==> config.mk <==
export PLATFORM = sky130hd
export DESIGN_NAME = cgbm_round
export DESIGN_NICKNAME = d
export VERILOG_FILES = /design/src/hdl/cgbm_pkg.sv /design/src/hdl/cgbm_round.sv
export SDC_FILE = /design/constraint.sdc
export NUM_CORES = 1
export LEC_CHECK = 0
export BUFFER_PORTS_ARGS = -buffer_cell sky130_fd_sc_hd__clkbuf_2
export CAP_MARGIN = 30
export CORE_AREA = 2 2 399 401
export DETAILED_ROUTE_END_ITERATION = 8
export DIE_AREA = 0 0 401 403
export PLACE_DENSITY_LB_ADDON = 0.08
export SLEW_MARGIN = 10
export SYNTH_ARGS = -nofsm -noshare
export SYNTH_HDL_FRONTEND = slang
export SYNTH_SLANG_ARGS = --single-unit
==> constraint.sdc <==
create_clock -name vclk -period 26.8
set_input_delay 5.36 -clock vclk [all_inputs]
set_output_delay 5.36 -clock vclk [all_outputs]
set_load 0.01 [all_outputs]
==> src/hdl/cgbm_pkg.sv <==
// Types and constants for the ChaCha grid block mixer.
package cgbm_pkg;

    localparam int GRID_WORDS    = 256;
    localparam int BEAT_WORDS    = 4;
    localparam int LANE_WORDS    = 16;
    localparam int LOAD_BEATS    = GRID_WORDS / BEAT_WORDS;
    localparam int DOUBLE_ROUNDS = 10;

    typedef logic [31:0] word_t;
    typedef word_t [LANE_WORDS-1:0] lane_t;
    typedef word_t [BEAT_WORDS-1:0] beat_t;

    typedef enum logic [2:0] {
        ST_LOAD,
        ST_FETCH,
        ST_ROUND,
        ST_STORE,
        ST_EMIT
    } state_t;

    // step of the shared round unit: column or diagonal round, first or second half
    typedef struct packed {
        logic diag;
        logic half;
    } rnd_ctl_t;

endpackage

==> src/hdl/cgbm_round.sv <==
// Shared round unit: half of four parallel quarter rounds on a 16-word lane.
module cgbm_round
    import cgbm_pkg::*;
(
    input  lane_t    v,
    input  rnd_ctl_t ctl,
    output lane_t    v_next
);

    word_t a_s [4];
    word_t b_s [4];
    word_t c_s [4];
    word_t d_s [4];

    // word of quarter q at grid row r; diagonal rounds shift the column by the row
    function automatic logic [3:0] qix(input logic [1:0] q, input logic [1:0] r,
                                       input logic diag);
        logic [1:0] col;
        col = diag ? (q + r) : q;
        return {r, col};
    endfunction

    function automatic word_t rot_d(input word_t x, input logic half);
        return half ? {x[23:0], x[31:24]} : {x[15:0], x[31:16]};
    endfunction

    function automatic word_t rot_b(input word_t x, input logic half);
        return half ? {x[24:0], x[31:25]} : {x[19:0], x[31:20]};
    endfunction

    always_comb
    begin
        v_next = v;
        for (int q = 0; q < 4; q++)
        begin
            a_s[q] = v[qix(2'(q), 2'd0, ctl.diag)] + v[qix(2'(q), 2'd1, ctl.diag)];
            d_s[q] = rot_d(v[qix(2'(q), 2'd3, ctl.diag)] ^ a_s[q], ctl.half);
            c_s[q] = v[qix(2'(q), 2'd2, ctl.diag)] + d_s[q];
            b_s[q] = rot_b(v[qix(2'(q), 2'd1, ctl.diag)] ^ c_s[q], ctl.half);
            v_next[qix(2'(q), 2'd0, ctl.diag)] = a_s[q];
            v_next[qix(2'(q), 2'd1, ctl.diag)] = b_s[q];
            v_next[qix(2'(q), 2'd2, ctl.diag)] = c_s[q];
            v_next[qix(2'(q), 2'd3, ctl.diag)] = d_s[q];
        end
    end

endmodule

==> impl_metrics.ini <==
[grt]
antenna_violations_before_repair = 50
grt_pass1_vias = 35700
grt_start_max_net_pins = 142
grt_first_pass_wirelength_um = 371000
grt-ovfl-total = 0
overall_track_demand_over_capacity_in_global_routing_pct = 34.8

[routing]
remaining_drc_errors = 0
detail_route.wirelength_um = 296000
dr.first_iter.drc_count = 3702
viasPerCell = 5.29
drtAntennaViolNets = 0
dr_total_vias = 37500
detail_route.wl_per_cell_um = 41.8
drt-pass1-iter-count = 8

[floorplan]
row_count = 146
num_io_pins = 1026
die-area_um2 = 162000
die_width_um = 401
start_util_pct = 18.1
chipHeight_um = 403
floorplan.core_area_um2 = 157000

[worst_setup_path]
path_class = input pin to primary output
cp.required_ns = 21.44
critical_path.startpoint_type = input pin
crit_path_top_delay_cell = sky130_fd_sc_hd__mux2i_1
critical_path.top_delay_family = compound AO/OA/AOI/OAI gates
cp-end-kind = primary output
critPathBufInv = 4
critPathArrivalTime_ns = 17.34
critical_path.max_fanout = 55
worst_path_largest_cell_delay_ns = 0.90
critical_path.most_common_cell = sky130_fd_sc_hd__o21ai_0

[logic_synthesis]
synth.net_count = 4792
netlist-cell-type-count = 107
yosys.area.top_type = sky130_fd_sc_hd__mux2_2
syn_avg_cell_area_um2 = 7.09
yosys-top-cells-area = sky130_fd_sc_hd__mux2_2, sky130_fd_sc_hd__mux2i_1, sky130_fd_sc_hd__ha_1
synth.cell_area_um2 = 28500
synth-warning-count = 0
synthesis.instances = 4025
yosysTopAreaCellShare_pct = 12.3
synth_seq_area_share_pct = 0

[sta]
timing.final.hold_violations = 0
drv_slew = 0
timing.final.setup_violations = 0
final.min_clock_period_ns = 22.70
max-slew-margin-rel_pct = 20.6
grt_setup_unrepaired = false
period_share_pct = 84.7
achievable-frequency_mhz = 44.1
timing.setup.tns_ns = 0
timing_worst_slew_pin_value_ns = 1.16

[min_path]
hold_path.class = input pin to primary output

[place]
port_buffers = 1026
hpwlAfterDp_um = 268000
placed_area_um2 = 36700
place_congestion = 0.987

[cells_and_area]
nClkBuffers = 0
mostFrequentLayoutCell = sky130_fd_sc_hd__clkbuf_2
nFlopsAndLatches = 0
register_area_um2 = 0
commonest_non_fill_non_tap_cells_in_the_layout = sky130_fd_sc_hd__clkbuf_2, sky130_fd_sc_hd__nor2_1, sky130_fd_sc_hd__nand2_1, sky130_fd_sc_hd__mux2i_1, sky130_fd_sc_hd__a21oi_1
drive_gt1_share_pct = 31.4
layout.nets = 5764
area_growth_syn_to_layout_pct = 29.0
final_area_um2 = 36800

[outcome]
outcome = finished, final reports clean

[cts]
cts.repair_timing.setup_buffer_count = 0
post_cts_hold_buffer_count = 0
cts.repair.resized = 0

[job]
cap_violations = 0
==> worst paths after layout <==
path	startpoint	to	slack, ns	depth (start not counted)
worst max-delay path	ctl[1]	v_next[227]	4.10	37
worst min-delay path	v[64]	v_next[64]	11.15	3
==> logic make-up (layout without fill, tap and decap cells) <==
group,after synthesis,count (layout),synth area share [%]
AO/OA/AOI/OAI,1027,1027,23.4
XOR/XNOR,531,531,17.4
other,0,20,0
adder cells (fa/ha/maj),257,257,11.5
AND/OR/NAND/NOR,1213,1213,18.8
buffers and inverters,342,1312,4.67
multiplexers,655,655,24.3
==> synth_stat cells (48+ instances only) <==
| cell | number |
|---|---|
| sky130_fd_sc_hd__xor2_1 | 219 |
| sky130_fd_sc_hd__a21oi_1 | 334 |
| sky130_fd_sc_hd__ha_1 | 245 |
| sky130_fd_sc_hd__nand2_1 | 342 |
| sky130_fd_sc_hd__xnor2_1 | 288 |
| sky130_fd_sc_hd__o21ai_0 | 222 |
| sky130_fd_sc_hd__clkbuf_1 | 137 |
| sky130_fd_sc_hd__nand3_1 | 65 |
| sky130_fd_sc_hd__a21o_1 | 121 |
| sky130_fd_sc_hd__nor3_1 | 48 |
| sky130_fd_sc_hd__nor2_1 | 526 |
| sky130_fd_sc_hd__mux2i_1 | 344 |
| sky130_fd_sc_hd__mux2_2 | 311 |
| sky130_fd_sc_hd__inv_1 | 135 |
==> routing by layer <==
| metal | global-route usage [%] | vias up | wire length, µm |
|---|---|---|---|
| li1 | - | 16500 | - |
| met1 | 44.7 | 18800 | 127000 |
| met2 | 58.3 | 1949 | 138000 |
| met3 | 5.16 | 304 | 17500 |
| met4 | 13.4 | 26 | 13400 |
| met5 | 0 | - | 195 |
==> per-stage QoR <==
stage	instances	setup WS (ns)	hold slack, ns	util, %
2_1_floorplan	4025	6.93	10.90	-
3_3_place_gp	7014	3.90	11.15	23.1
3_5_place_dp	7061	4.45	11.16	23.3
4_1_cts	7061	4.40	11.16	23.3
5_1_grt	7073	3.70	11.19	23.3
6_report	7087	4.10	11.15	23.4
==> final cells by class <==
cell class	instances	area, µm²
Antenna cell	20	50.0
Fill cell	18200	121000
Inverter	136	526
Multi-Input combinational cell	3683	27300
Tap cell	2072	2590
Timing Repair Buffer	1176	6350
